--- src/rtl/core/sgss_pkg.sv ---
package sgss_pkg;

	localparam int MAX_SLOTS_DEF = 8;
	localparam int ITEM_BITS_DEF = 32;
	localparam int ID_W = 32;
	localparam int Q_W = 17;
	localparam int T_W = 16;
	localparam int TAG_W = 8;
	localparam logic [Q_W-1:0] ONE_Q16 = 17'd65536;
	localparam logic [Q_W-1:0] PRUNE_LIMIT = 17'd6554;

	localparam logic [2:0] CFG_THRESH = 3'd0;
	localparam logic [2:0] CFG_RELOAD = 3'd1;
	localparam logic [2:0] CFG_DECAY = 3'd2;
	localparam logic [2:0] CFG_BOOST = 3'd3;
	localparam logic [2:0] CFG_SLOTS = 3'd4;

	typedef enum logic [2:0] {
		K_ADD = 3'd0,
		K_REFRESH = 3'd1,
		K_REM_ITEM = 3'd2,
		K_REM_SLOT = 3'd3,
		K_CLEAR = 3'd4,
		K_TICK = 3'd5,
		K_LOOKUP = 3'd6,
		K_NONE = 3'd7
	} kind_t;

	typedef enum logic [1:0] {
		ST_IDLE,
		ST_SCAN,
		ST_APPLY,
		ST_DONE
	} state_t;

	// controller to datapath
	typedef struct packed {
		logic load;
		logic scan_clr;
		logic scan_step;
		logic apply;
		logic report;
	} cmd_t;

	// datapath to controller
	typedef struct packed {
		logic scan_last;
	} sts_t;

endpackage

--- src/rtl/core/sgss_ctrl.sv ---
module sgss_ctrl (
	input  logic            clk,
	input  logic            arst_n,
	input  logic            start,
	output logic            busy,
	input  sgss_pkg::sts_t  sts,
	output sgss_pkg::cmd_t  cmd
);
	import sgss_pkg::*;

	state_t state_q, state_d;

	always_ff @(posedge clk or negedge arst_n) begin
		if (!arst_n) begin
			state_q <= ST_IDLE;
		end else begin
			state_q <= state_d;
		end
	end

	always_comb begin
		state_d = state_q;
		cmd = '0;
		busy = 1'b1;
		unique case (state_q)
			ST_IDLE: begin
				busy = 1'b0;
				if (start) begin
					cmd.load = 1'b1;
					cmd.scan_clr = 1'b1;
					state_d = ST_SCAN;
				end
			end
			ST_SCAN: begin
				cmd.scan_step = 1'b1;
				if (sts.scan_last) begin
					state_d = ST_APPLY;
				end
			end
			ST_APPLY: begin
				cmd.apply = 1'b1;
				state_d = ST_DONE;
			end
			ST_DONE: begin
				cmd.report = 1'b1;
				state_d = ST_IDLE;
			end
			default: state_d = ST_IDLE;
		endcase
	end

endmodule

--- src/rtl/core/sgss_dp.sv ---
module sgss_dp #(
	parameter int MAX_SLOTS = sgss_pkg::MAX_SLOTS_DEF,
	parameter int ITEM_BITS = sgss_pkg::ITEM_BITS_DEF
) (
	input  logic                          clk,
	input  logic                          arst_n,
	input  sgss_pkg::cmd_t                cmd,
	output sgss_pkg::sts_t                sts,
	input  logic                          cfg_we,
	input  logic [2:0]                    cfg_index,
	input  logic [16:0]                   cfg_data,
	input  logic [2:0]                    kind,
	input  logic [sgss_pkg::ID_W-1:0]     item_id,
	input  logic [sgss_pkg::TAG_W-1:0]    item_tag,
	input  logic [sgss_pkg::Q_W-1:0]      salience,
	input  logic [15:0]                   plasticity,
	input  logic [3:0]                    slot_number,
	output logic                          done,
	output logic                          accepted,
	output logic [2:0]                    slot_used,
	output logic                          evicted,
	output logic [sgss_pkg::ID_W-1:0]     evicted_item,
	output logic [sgss_pkg::Q_W-1:0]      slot_precision,
	output logic [sgss_pkg::T_W-1:0]      slot_time_left,
	output logic [sgss_pkg::TAG_W-1:0]    slot_tag,
	output logic [3:0]                    expired_count,
	output logic [3:0]                    occupied_count
);
	import sgss_pkg::*;

	localparam int SW = (MAX_SLOTS > 1) ? $clog2(MAX_SLOTS) : 1;
	localparam int CW = $clog2(MAX_SLOTS + 1);
	localparam int IW = (ITEM_BITS < ID_W) ? ITEM_BITS : ID_W;

	// configuration registers
	logic [Q_W-1:0] thresh_q, decay_q, boost_q;
	logic [T_W-1:0] reload_q;
	logic [CW-1:0]  live_q;

	// slot state
	logic [MAX_SLOTS-1:0] valid_q;
	logic [IW-1:0]        item_q [MAX_SLOTS];
	logic [TAG_W-1:0]     tag_q  [MAX_SLOTS];
	logic [Q_W-1:0]       prec_q [MAX_SLOTS];
	logic [T_W-1:0]       tim_q  [MAX_SLOTS];

	// latched request
	kind_t           kind_q;
	logic [IW-1:0]   id_q;
	logic [TAG_W-1:0] rtag_q;
	logic [Q_W-1:0]  sal_q;
	logic            gate_q;
	logic [3:0]      sn_q;

	// scan results
	logic [SW-1:0] idx_q;
	logic          hit_q, free_q;
	logic [SW-1:0] hit_slot_q, free_slot_q, low_slot_q;
	logic [Q_W-1:0] low_prec_q;
	logic [CW-1:0] drop_q;

	// result registers
	logic          done_q, acc_q, ev_q;
	logic [2:0]    su_q;
	logic [ID_W-1:0] evi_q;
	logic [Q_W-1:0] sp_q;
	logic [T_W-1:0] st_q;
	logic [TAG_W-1:0] stg_q;
	logic [3:0]    exp_q;

	logic [CW-1:0] wr_live;
	logic [Q_W-1:0] sal_sat;
	logic [32:0] prod_g;
	logic [Q_W-1:0] p_cur;
	logic [T_W-1:0] t_cur;
	logic [33:0] dec_prod;
	logic [Q_W-1:0] dec_p;
	logic [T_W-1:0] dec_t;
	logic dec_drop;
	logic in_range;
	logic [CW-1:0] act_cnt;

	always_comb begin
		if (cfg_data[3:0] == 4'd0) begin
			wr_live = CW'(1);
		end else if ({28'd0, cfg_data[3:0]} > MAX_SLOTS) begin
			wr_live = CW'(MAX_SLOTS);
		end else begin
			wr_live = CW'(cfg_data[3:0]);
		end
		sal_sat = (salience > ONE_Q16) ? ONE_Q16 : salience;
		prod_g = 33'(sal_sat) * 33'(plasticity);
		p_cur = prec_q[idx_q];
		t_cur = tim_q[idx_q];
		dec_prod = 34'(p_cur) * 34'(decay_q);
		dec_p = (dec_prod[33:16] > 18'(ONE_Q16)) ? ONE_Q16 : dec_prod[32:16];
		dec_t = (t_cur != '0) ? t_cur - 1'b1 : t_cur;
		dec_drop = (dec_p < PRUNE_LIMIT) || (dec_t == '0);
		in_range = ({1'b0, idx_q} < (SW+1)'(live_q));
		sts.scan_last = ((CW'(idx_q) + 1'b1) >= live_q) || (idx_q == SW'(MAX_SLOTS - 1));
		act_cnt = '0;
		for (int i = 0; i < MAX_SLOTS; i++) begin
			act_cnt = act_cnt + CW'(valid_q[i]);
		end
	end

	always_ff @(posedge clk or negedge arst_n) begin
		if (!arst_n) begin
			thresh_q <= 17'd32768;
			reload_q <= 16'd100;
			decay_q <= 17'd62259;
			boost_q <= 17'd13107;
			live_q <= CW'(MAX_SLOTS < 8 ? MAX_SLOTS : 8);
			valid_q <= '0;
			done_q <= 1'b0;
		end else begin
			done_q <= cmd.report;
			if (cfg_we) begin
				unique case (cfg_index)
					CFG_THRESH: thresh_q <= cfg_data;
					CFG_RELOAD: reload_q <= cfg_data[15:0];
					CFG_DECAY: decay_q <= cfg_data;
					CFG_BOOST: boost_q <= cfg_data;
					CFG_SLOTS: begin
						live_q <= wr_live;
						for (int i = 0; i < MAX_SLOTS; i++) begin
							if (CW'(i) >= wr_live) valid_q[i] <= 1'b0;
						end
					end
					default: ;
				endcase
			end
			if (cmd.scan_step && kind_q == K_TICK && valid_q[idx_q] && in_range) begin
				if (dec_drop) valid_q[idx_q] <= 1'b0;
			end
			if (cmd.apply) begin
				unique case (kind_q)
					K_ADD: begin
						if (gate_q && !hit_q && free_q) valid_q[free_slot_q] <= 1'b1;
					end
					K_REM_ITEM: if (hit_q) valid_q[hit_slot_q] <= 1'b0;
					K_REM_SLOT: begin
						if ({28'd0, sn_q} < 32'(live_q)) valid_q[sn_q[SW-1:0]] <= 1'b0;
					end
					K_CLEAR: valid_q <= '0;
					default: ;
				endcase
			end
		end
	end

	// payload: latch, scan, apply
	always_ff @(posedge clk) begin
		if (cmd.load) begin
			kind_q <= kind_t'(kind);
			id_q <= item_id[IW-1:0];
			rtag_q <= item_tag;
			sal_q <= sal_sat;
			gate_q <= (prod_g >= {8'd0, thresh_q, 8'd0});
			sn_q <= slot_number;
		end
		if (cmd.scan_clr) begin
			idx_q <= '0;
			hit_q <= 1'b0;
			free_q <= 1'b0;
			hit_slot_q <= '0;
			free_slot_q <= '0;
			low_slot_q <= '0;
			low_prec_q <= prec_q[0];
			drop_q <= '0;
		end
		if (cmd.scan_step) begin
			if (!sts.scan_last) idx_q <= idx_q + 1'b1;
			if (in_range) begin
				if (valid_q[idx_q] && item_q[idx_q] == id_q && !hit_q) begin
					hit_q <= 1'b1;
					hit_slot_q <= idx_q;
				end
				if (!valid_q[idx_q] && !free_q) begin
					free_q <= 1'b1;
					free_slot_q <= idx_q;
				end
				if (p_cur < low_prec_q) begin
					low_prec_q <= p_cur;
					low_slot_q <= idx_q;
				end
				if (kind_q == K_TICK && valid_q[idx_q]) begin
					prec_q[idx_q] <= dec_p;
					tim_q[idx_q] <= dec_t;
					if (dec_drop) drop_q <= drop_q + 1'b1;
				end
			end
		end
		if (cmd.apply) begin
			acc_q <= 1'b0;
			su_q <= '0;
			ev_q <= 1'b0;
			evi_q <= '0;
			sp_q <= '0;
			st_q <= '0;
			stg_q <= '0;
			exp_q <= '0;
			unique case (kind_q)
				K_ADD, K_REFRESH: begin
					if ((kind_q == K_REFRESH || gate_q) && hit_q) begin
						acc_q <= 1'b1;
						su_q <= 3'(hit_slot_q);
						sp_q <= ((18'(prec_q[hit_slot_q]) + 18'(boost_q)) > 18'(ONE_Q16))
							? ONE_Q16 : prec_q[hit_slot_q] + boost_q;
						st_q <= reload_q;
						stg_q <= tag_q[hit_slot_q];
						prec_q[hit_slot_q] <= ((18'(prec_q[hit_slot_q]) + 18'(boost_q))
							> 18'(ONE_Q16)) ? ONE_Q16 : prec_q[hit_slot_q] + boost_q;
						tim_q[hit_slot_q] <= reload_q;
					end else if (kind_q == K_ADD && gate_q && free_q) begin
						acc_q <= 1'b1;
						su_q <= 3'(free_slot_q);
						sp_q <= sal_q;
						st_q <= reload_q;
						stg_q <= rtag_q;
						item_q[free_slot_q] <= id_q;
						tag_q[free_slot_q] <= rtag_q;
						prec_q[free_slot_q] <= sal_q;
						tim_q[free_slot_q] <= reload_q;
					end else if (kind_q == K_ADD && gate_q && sal_q > low_prec_q) begin
						acc_q <= 1'b1;
						ev_q <= 1'b1;
						evi_q <= ID_W'(item_q[low_slot_q]);
						su_q <= 3'(low_slot_q);
						sp_q <= sal_q;
						st_q <= reload_q;
						stg_q <= rtag_q;
						item_q[low_slot_q] <= id_q;
						tag_q[low_slot_q] <= rtag_q;
						prec_q[low_slot_q] <= sal_q;
						tim_q[low_slot_q] <= reload_q;
					end
				end
				K_REM_ITEM: begin
					if (hit_q) begin
						acc_q <= 1'b1;
						su_q <= 3'(hit_slot_q);
					end
				end
				K_REM_SLOT: begin
					if ({28'd0, sn_q} < 32'(live_q)) begin
						acc_q <= 1'b1;
						su_q <= sn_q[2:0];
					end
				end
				K_CLEAR: acc_q <= 1'b1;
				K_TICK: begin
					acc_q <= 1'b1;
					exp_q <= 4'(drop_q);
				end
				K_LOOKUP: begin
					if (hit_q) begin
						acc_q <= 1'b1;
						su_q <= 3'(hit_slot_q);
						sp_q <= prec_q[hit_slot_q];
						st_q <= tim_q[hit_slot_q];
						stg_q <= tag_q[hit_slot_q];
					end
				end
				default: ;
			endcase
		end
	end

	assign done = done_q;
	assign accepted = acc_q;
	assign slot_used = su_q;
	assign evicted = ev_q;
	assign evicted_item = evi_q;
	assign slot_precision = sp_q;
	assign slot_time_left = st_q;
	assign slot_tag = stg_q;
	assign expired_count = exp_q;
	assign occupied_count = 4'(act_cnt);

endmodule

--- src/rtl/core/salience_gated_slot_store_top.sv ---
// channel   | handshake           | payload
// request   | start / busy        | kind item_id item_tag salience plasticity slot_number
// result    | done (one cycle)    | accepted slot_used evicted evicted_item slot_precision
//           |                     | slot_time_left slot_tag expired_count occupied_count
// config    | cfg_we              | cfg_index cfg_data
//
// a request runs from its accepting edge through the scan loop, which visits each
// live slot in turn, then the apply state and the report state; done is then high
// for one cycle, in which the next request may already be taken. the number of
// live slots sets how long the scan loop runs.
// arst_n clears the controller, valid bits and config; slot payload is unreset.
// the receiver cannot stall: done is high for exactly one cycle per request.
module salience_gated_slot_store_top #(
	parameter int MAX_SLOTS = sgss_pkg::MAX_SLOTS_DEF,
	parameter int ITEM_BITS = sgss_pkg::ITEM_BITS_DEF
) (
	input  logic        clk,
	input  logic        arst_n,
	input  logic        start,
	output logic        busy,
	input  logic [2:0]  kind,
	input  logic [31:0] item_id,
	input  logic [7:0]  item_tag,
	input  logic [16:0] salience,
	input  logic [15:0] plasticity,
	input  logic [3:0]  slot_number,
	input  logic        cfg_we,
	input  logic [2:0]  cfg_index,
	input  logic [16:0] cfg_data,
	output logic        done,
	output logic        accepted,
	output logic [2:0]  slot_used,
	output logic        evicted,
	output logic [31:0] evicted_item,
	output logic [16:0] slot_precision,
	output logic [15:0] slot_time_left,
	output logic [7:0]  slot_tag,
	output logic [3:0]  expired_count,
	output logic [3:0]  occupied_count
);
	import sgss_pkg::*;

	// command and status between controller and datapath
	cmd_t cmd;
	sts_t sts;

	sgss_ctrl u_ctrl (
		.clk(clk), .arst_n(arst_n), .start(start), .busy(busy), .sts(sts), .cmd(cmd)
	);

	// slot store, scan loop and result registers
	sgss_dp #(.MAX_SLOTS(MAX_SLOTS), .ITEM_BITS(ITEM_BITS)) u_dp (
		.clk(clk), .arst_n(arst_n), .cmd(cmd), .sts(sts),
		.cfg_we(cfg_we), .cfg_index(cfg_index), .cfg_data(cfg_data),
		.kind(kind), .item_id(item_id), .item_tag(item_tag), .salience(salience),
		.plasticity(plasticity), .slot_number(slot_number),
		.done(done), .accepted(accepted), .slot_used(slot_used), .evicted(evicted),
		.evicted_item(evicted_item), .slot_precision(slot_precision),
		.slot_time_left(slot_time_left), .slot_tag(slot_tag),
		.expired_count(expired_count), .occupied_count(occupied_count)
	);

	// a result only follows an accepted request
	a_done_busy: assert property (@(posedge clk) disable iff (!arst_n)
		done |-> $past(busy)) else $error("done without request");

	// eviction implies the add was accepted
	a_evict_acc: assert property (@(posedge clk) disable iff (!arst_n)
		(done && evicted) |-> accepted) else $error("eviction not accepted");

	// the controller is idle while done is shown
	a_done_idle: assert property (@(posedge clk) disable iff (!arst_n)
		done |-> !busy) else $error("busy during done");

endmodule

--- config.mk ---
export PLATFORM = sky130hd
export DESIGN_NAME = salience_gated_slot_store_top
export DESIGN_NICKNAME = d
export VERILOG_FILES = /design/src/rtl/core/sgss_pkg.sv /design/src/rtl/core/sgss_ctrl.sv /design/src/rtl/core/sgss_dp.sv /design/src/rtl/core/salience_gated_slot_store_top.sv
export SDC_FILE = /design/constraint.sdc
export NUM_CORES = 2
export LEC_CHECK = 0
export BUFFER_PORTS_ARGS = -buffer_cell sky130_fd_sc_hd__buf_2
export CORE_MARGIN = 5
export CORE_UTILIZATION = 52
export DETAILED_ROUTE_END_ITERATION = 10
export MAX_ROUTING_LAYER = met4
export PLACE_DENSITY = 0.69
export SYNTH_ARGS = -nofsm -noshare
export SYNTH_HDL_FRONTEND = slang
export SYNTH_HIERARCHICAL = 1
export SYNTH_SLANG_ARGS = --single-unit
export TNS_END_PERCENT = 20
--- constraint.sdc ---
create_clock -name clk -period 24.6 [get_ports clk]
set_clock_uncertainty 0.1 [all_clocks]
set_input_delay 4.92 -clock clk [delete_from_list [all_inputs] [get_ports clk]]
set_output_delay 4.92 -clock clk [all_outputs]
set_load 0.01 [all_outputs]
; Word-level counts from Yosys, hierarchy flattened
; Memory sizes are Yosys's and may differ from the RTL's. A register that Yosys moved wholly into a read port is not among the register bits.
; Index checks and enable logic that the tools add are counted.
; W data, S select, Z words.
[totals]
word_cells = 291
output_inout_bits = 88
register_bits = 232
ramBits = 584
n_memories = 4
in_bits = 104
latch_bits = 0
mem_bits_ro = 0
[memory_table]
columns = memory, words, width, rd, rd_ports_with_merged_regs, wr, line
row1 = u_dp.item_q, 8, 32, 2, 2, 1, sgss_dp.sv:42  ; logic [IW-1:0] item_q [MAX_SLOTS];
row2 = u_dp.prec_q, 8, 17, 3, 2, 1, sgss_dp.sv:44  ; logic [Q_W-1:0] prec_q [MAX_SLOTS];
row3 = u_dp.tim_q, 8, 16, 2, 2, 1, sgss_dp.sv:45  ; logic [T_W-1:0] tim_q [MAX_SLOTS];
row4 = u_dp.tag_q, 8, 8, 1, 1, 1, sgss_dp.sv:43  ; logic [TAG_W-1:0] tag_q [MAX_SLOTS];
[classes]
mux = 143
multipliers = 2
shifts = 0
n_eq_ne = 17
order_cmp = 27
n_div = 0
reduce_logical = 47
n_addsub = 13
bitwise = 9
[op_table]
columns = op, count
row1 = $mux W17, 14
row2 = $mux W16, 8
row3 = $mux W8, 13
row4 = $mux W3, 28
row5 = $mux W1, 56
row6 = $reduce_or A17 Y1, 3
row7 = $reduce_or A16 Y1, 3
row8 = $gt A18 B17 Y1 const B, 2
row9 = $mul A17 B17 Y34, 1
row10 = $pmux W17 S2, 1
row11 = $ge A33 B25 Y1, 1
row12 = $mul A17 B16 Y33, 1
row13 = $eq A32 B32 Y1, 1
row14 = $mux W32, 1
row15 = $pmux W16 S2, 1
row16 = $pmux W8 S4, 1
row17 = $reduce_or A32 Y1, 1
row18 = $mux W4, 7
row19 = $add A4 B1 Y4, 6
row20 = $and A8 B8 Y8, 3
row21 = $not A8 Y8, 3
row22 = $add A17 B17 Y18, 1
row23 = $add A17 B17 Y17, 1
row24 = $gt A17 B17 Y1, 1
row25 = 44 further kinds, 100

; Longest topological paths before layout
[logic_depth]
ltp_word = 14
mapped_depth = 37
mapped_depth_nobuf = 35

; By module
; Netlist, hierarchy kept.
[modules_own_cells]
columns = module, n_inst, area_per_inst_um2, cells_per_inst, seq_area_each_um2
row1 = sgss_dp, 1, 57756.6, 4897, 24682.4
row2 = sgss_ctrl, 1, 178.9, 17, 50.0

; Worst setup path after synthesis
; OpenSTA, ideal clock, no wires.
[synth_path]
kind = input to register
from = input salience[3]
to = register u_dp.gate_q, data pin
setup_time_ns = 0.279
setup_slack_ns = 11.467
t_arrival_ns = 12.754
path_stages = 31
path_buffers = 2
required_ns = 24.221
path_cell_list = nor4_1 -> a41oi_1 -> nor2b_1 -> clkbuf_1 -> clkbuf_1 -> nand2_1 -> fa_1 -> inv_1 -> fa_1 -> inv_1 -> fa_1 -> inv_1 -> fa_1 -> fa_1 -> fa_1 -> ha_1 -> a21o_1 -> a21o_1 -> a211o_1 -> nor2_1 -> o21ai_0 -> xor2_1 -> ha_1 -> a21o_1 -> a21o_1 -> a21oi_1 -> o21ai_0 -> nor3_1 -> o21ai_0 -> a211o_1 -> or4b_2
[synth_via]
elab_chain_len = 4
[synth_lines]
columns = item, line
row1 = start: declaration, salience_gated_slot_store_top.sv:24  ; input logic [16:0] salience,
row2 = $gt A17 B17 Y1, sgss_dp.sv:91  ; sal_sat = (salience > ONE_Q16) ? ONE_Q16 : salience;
row3 = $mux W17, sgss_dp.sv:91
row4 = via u_dp.sal_sat[11], sgss_dp.sv:72  ; logic [Q_W-1:0] sal_sat;
row5 = $mul A17 B16 Y33, sgss_dp.sv:92  ; prod_g = 33'(sal_sat) * 33'(plasticity);
row6 = $ge A33 B25 Y1, sgss_dp.sv:159  ; gate_q <= (prod_g >= {8'd0, thresh_q, 8'd0});
row7 = end signal: assignment, sgss_dp.sv:159
row8 = end: declaration, sgss_dp.sv:52  ; logic gate_q;
; The timed path passes the listed nets, and every way through them passes these cells.
; A chain may end at the register's enable or synchronous reset.

; Worst setup path after layout
[layout_path]
from = input salience[11]
to = register u_dp.gate_q, data pin
[layout_via]
elab_chain_len = 4
[layout_lines]
columns = item, line
row1 = $gt A17 B17 Y1, sgss_dp.sv:91
row2 = $mux W17 (*), sgss_dp.sv:91
row3 = $mul A17 B16 Y33 (*), sgss_dp.sv:92
row4 = $ge A33 B25 Y1 (*), sgss_dp.sv:159
; Every way passes the cells marked *; elsewhere a longest branch is shown, timed or not.

==> results.md <==
- The initial utilization of the core area, before any placement, comes to 52.4%.
- The final period demand of the worst path is 13.58 ns.
- For this design the top-level I/O count stands at 192.
- Once the clock tree was built, the resizer swapped 0 gates to a different size.
- The DRC marker count from the first detailed-route iteration is 4,380.
- Buffers added to address setup during post-CTS repair amount to 0.
- Static timing analysis puts the maximum clock frequency at 0.0736 GHz.
- Summed over all layers, the routed wires come to 166 mm.
- Counting cells, the worst reg-to-reg path comes to 33.
- The count of port buffers added during placement is 191.
- For this run, the slowest stage of the critical path takes 0.68 ns.
- The number of global-route vias before repair is 42.0k.
- The die footprint is 0.118 mm2.
- The run finished with clean final reports.
- From bottom edge to top edge, the die measures 344 um.
- The total of hold buffers inserted after clock tree synthesis is 0.
- The worst register-to-register path begins at u_dp/idx_q[1]$_DFF_P_.
- The endpoint of the lowest-slack register-to-register path is u_dp/drop_q[2]$_DFF_P_.
- The number of antenna violations at the first check in global routing is 6.
- The fill cell total of the finished layout is 9,060.
- The fraction of layout cells with a size suffix above 1 is 14.4%.
- Including well taps, the total number of placed cells is 6,407.
- The instance count of the mapped netlist is 4,914.
- The total setup violations reported at the end of the flow is 0.
- Of the post-synthesis cell area, the dominant cell type holds 37.9%.
- The post-placement cell area is 0.0606 mm2.
- Sorting the synthesized cells by area gives the leading types as edfxtp_1 38%, fa_1 15%, ha_1 6.5%, inv_1 3.6%, nand2_1 3.2%.
- The total overflow left after global routing is 0.
- The endpoint required time on the critical path is 24.90 ns.
- After clock tree synthesis, the clock-pin slew on the worst setup and hold paths is 0.06 ns.
- The share of the Yosys chip area taken by registers is 42.7%.
- The iteration count of the initial detailed-routing pass is 6.
- STA classifies the critical path startpoint as an input port.
- The latest clock arrival within the worst-skew pair is 0.68 ns.
- The number of synthesized register bits is 848.
- The maximum number of pins on one net before global-route repair is 81.
- For this run, design rule violations remaining after detail routing come to 0.
- On the critical path the largest part of the delay comes from adder cells.
- Summing over every cut layer, the via total after detailed routing is 41.1k.
- The worst pin sits at a relative slew slack of 14.3%.
- The summed instance area of the synthesized netlist is 0.0579 mm2.
- The multi-input combinational cells in the finished layout cover a total of 0.0302 mm2.
- The detail-routed net length per standard cell is 25.3 um.
- Clock tree synthesis inserted a total of 88 buffers.
- The count of distinct cell types in the synthesized netlist is 99.
- Compared with the post-synthesis result, the final layout area differs by 9.76%.
- The first element of the critical path is salience[11].
- The classification of the worst setup path is input port to register.
- The number of buffers on the longest clock path is 3.
- The sort of element at the end of the critical path is a register.
- For this run, the number of Yosys warnings is 6.
- Across all register-to-register paths, the minimum setup slack is 13.33 ns.
- The wire length of the first global-routing pass is 252 mm.
- The part of the cycle the worst path needs is 55.2%.
- Adding up every negative setup slack in the final design gives 0 ns.
- The number of buffers and inverters on the critical path is 7.
- The average via count per standard cell is 6.26.
- On the critical path, the stage with the largest delay is an instance of or4b_2.
- Cells fill 57.5% of the core in the end.
- Of all nets on the critical path, the largest fanout is 17.
- The cell at the root of the clock tree is clkbuf_16.
- edfxtp_1 takes more of the synthesized area than any other cell.
- The floorplan step set the die width to 344 um.
- The count of final max-slew check failures is 0.
- The most used flip-flop cell after synthesis is edfxtp_1.
- By instance count, the cell type seen most on the critical path is fa_1.
- The post-route antenna net violation count is 0.
- Setup repair after global routing left no endpoint under its margin.
- The initialized floorplan defines 122 standard-cell rows.
- The core region is 0.111 mm2.
- In this run the worst hold path is classified as register to register.
- The number of max-cap violations is 0.
- The detailed-placement wirelength estimate is 111 mm.
- The final-stage net count is 5,848.
- The H-tree depth reported by CTS is 3.
- The critical path ends at u_dp/gate_q$_DFFE_PP_.
- The congestion estimate from routability-driven global placement came to 0.945.
- The number of hold-slack violations in the final timing report is 0.
- After synthesis, the most frequently instantiated cells are 731 x edfxtp_1, 559 x inv_1, 495 x nand2_1, 435 x fa_1, 300 x ha_1.
- The number of synthesized flops with an enable pin is 731.
- TritonCTS built the clock tree.
- The count of cells in the finished layout, fillers not included, comes to 6,571.
- Summing all flip-flop and latch instances after layout gives 0.0248 mm2.
- The net count after synthesis is 5,753.
- In this run the mean area of a mapped cell was 11.8 um2.
- The data arrival time of the critical path is 13.89 ns.
- The total number of cells along the worst setup path is 36.
- The proportion of synthesized flip-flops having asynchronous set or reset is 9.67%.
- The worst-margin pin slew is 1.28 ns.
- The most frequent cell after synthesis is edfxtp_1.
- Global routing used 28.9% of the available tracks across all layers.
- The number of clock sinks is 848.
- Once layout is done, the placed cells without fillers occupy 0.0636 mm2.
==> per-stage QoR <==
stage               worst slack [ns]  hold WS (ns)
finish                         11.02         0.394
detailed placement             10.32         0.376
global route                   10.53         0.402
CTS                            11.03         0.388
global placement               10.52         0.366
floorplan                      11.47         0.350
==> how the worst min path moves through the flow <==
| stage | startpoint | to | slack (ns) | cells after the start |
|---|---|---|---|---|
| after floorplan | u_dp/live_q[1]$_DFFE_PN0P_ | u_dp/live_q[1]$_DFFE_PN0P_ | 0.35 | 2 |
| after global placement | u_dp/live_q[2]$_DFFE_PN0P_ | u_dp/live_q[2]$_DFFE_PN0P_ | 0.37 | 2 |
| after detailed placement | u_dp/live_q[1]$_DFFE_PN0P_ | u_dp/live_q[1]$_DFFE_PN0P_ | 0.38 | 2 |
| after CTS | u_dp/drop_q[3]$_DFF_P_ | u_dp/drop_q[3]$_DFF_P_ | 0.39 | 2 |
| after global routing | u_dp/live_q[1]$_DFFE_PN0P_ | u_dp/live_q[1]$_DFFE_PN0P_ | 0.40 | 2 |
| final | u_dp/live_q[1]$_DFFE_PN0P_ | u_dp/live_q[1]$_DFFE_PN0P_ | 0.39 | 2 |
==> final cells by class <==
type / count / share of cell area [%]
clock buffers: 111 / 3.71
multi-input cells: 3229 / 47.5
diodes: 1 / 0.00394
repair buffers: 279 / 2.55
inverters: 563 / 3.33
flip-flops and latches: 848 / 38.9
clock inverters: 52 / 1.01
well taps: 1488 / 2.93
==> cells in the final DEF (no fill, tap or decap), types with 14 or more instances in the layout <==
cell type,instances
nor2_4,19
nand2b_1,32
nor4_1,20
a21o_1,43
a221o_1,30
dfxtp_1,26
fa_1,435
mux4_2,79
o21a_1,26
buf_2,190
nor3_1,40
o21ai_0,117
edfxtp_1,731
a21oi_1,107
mux2i_1,101
a22oi_1,192
ha_1,299
o31ai_1,18
clkbuf_1,16
o221ai_1,21
clkbuf_16,88
nand3_1,44
a221oi_1,74
a211oi_1,14
dfrtp_1,59
mux2_1,22
nand2_1,495
and2_1,220
a22o_1,46
xnor2_1,51
xor2_1,45
nor2b_1,56
o22ai_1,30
dfstp_2,23
mux2_2,132
a31oi_1,27
nor2_1,150
nand4_1,61
inv_1,559
buf_4,89
==> flip-flops by register name, indices dropped and copies added, names as in the netlist, 4 cells and up <==
| signal | cells |
|---|---|
| u_dp/tag_q | 64 |
| u_dp/reload_q | 16 |
| u_dp/rtag_q | 8 |
| u_dp/live_q | 4 |
| u_dp/boost_q | 17 |
| u_dp/expired_count | 4 |
| u_dp/low_prec_q | 17 |
| u_dp/prec_q | 136 |
| u_dp/drop_q | 4 |
| u_dp/item_q | 256 |
| u_dp/slot_precision | 17 |
| u_dp/valid_q | 8 |
| u_dp/decay_q | 17 |
| u_dp/id_q | 32 |
| u_dp/slot_tag | 8 |
| u_dp/slot_time_left | 16 |
| u_dp/sn_q | 4 |
| u_dp/thresh_q | 17 |
| u_dp/sal_q | 17 |
| u_dp/tim_q | 128 |
| u_dp/evicted_item | 32 |
==> kinds of logic (layout without fill, tap and decap cells) <==
kind of cell	after synthesis	in the layout	synth area share [%]
multiplexers	341	341	8.03
XOR/XNOR	96	96	1.45
buffers and inverters	837	1005	5.54
flip-flops	848	848	42.7
other	0	1	0
AO/OA/AOI/OAI	848	848	10.6
AND/OR/NAND/NOR	1209	1209	10.2
adder cells (fa/ha/maj)	735	735	21.5
==> worst register-to-register path, delay by kind of cell, from the launching register on <==
family	cells	cell delay, ns
XOR/XNOR	1	0.16
AND/OR/NAND/NOR	4	0.70
adder cells (fa/ha/maj)	7	3.35
flip-flops	1	0.31
buffers and inverters	11	2.83
multiplexers	1	0.36
AO/OA/AOI/OAI	9	3.39
==> layer usage <==
layer | global-route usage [%] | part of all wire [%]
met5 | - | 0
met4 | 9.65 | 3.7
met3 | 5.17 | 9.7
met2 | 45.7 | 47
met1 | 38.2 | 39
Power is not shown: default switching activity piles up to over one toggle a cycle in this logic, so the estimate is an artifact.
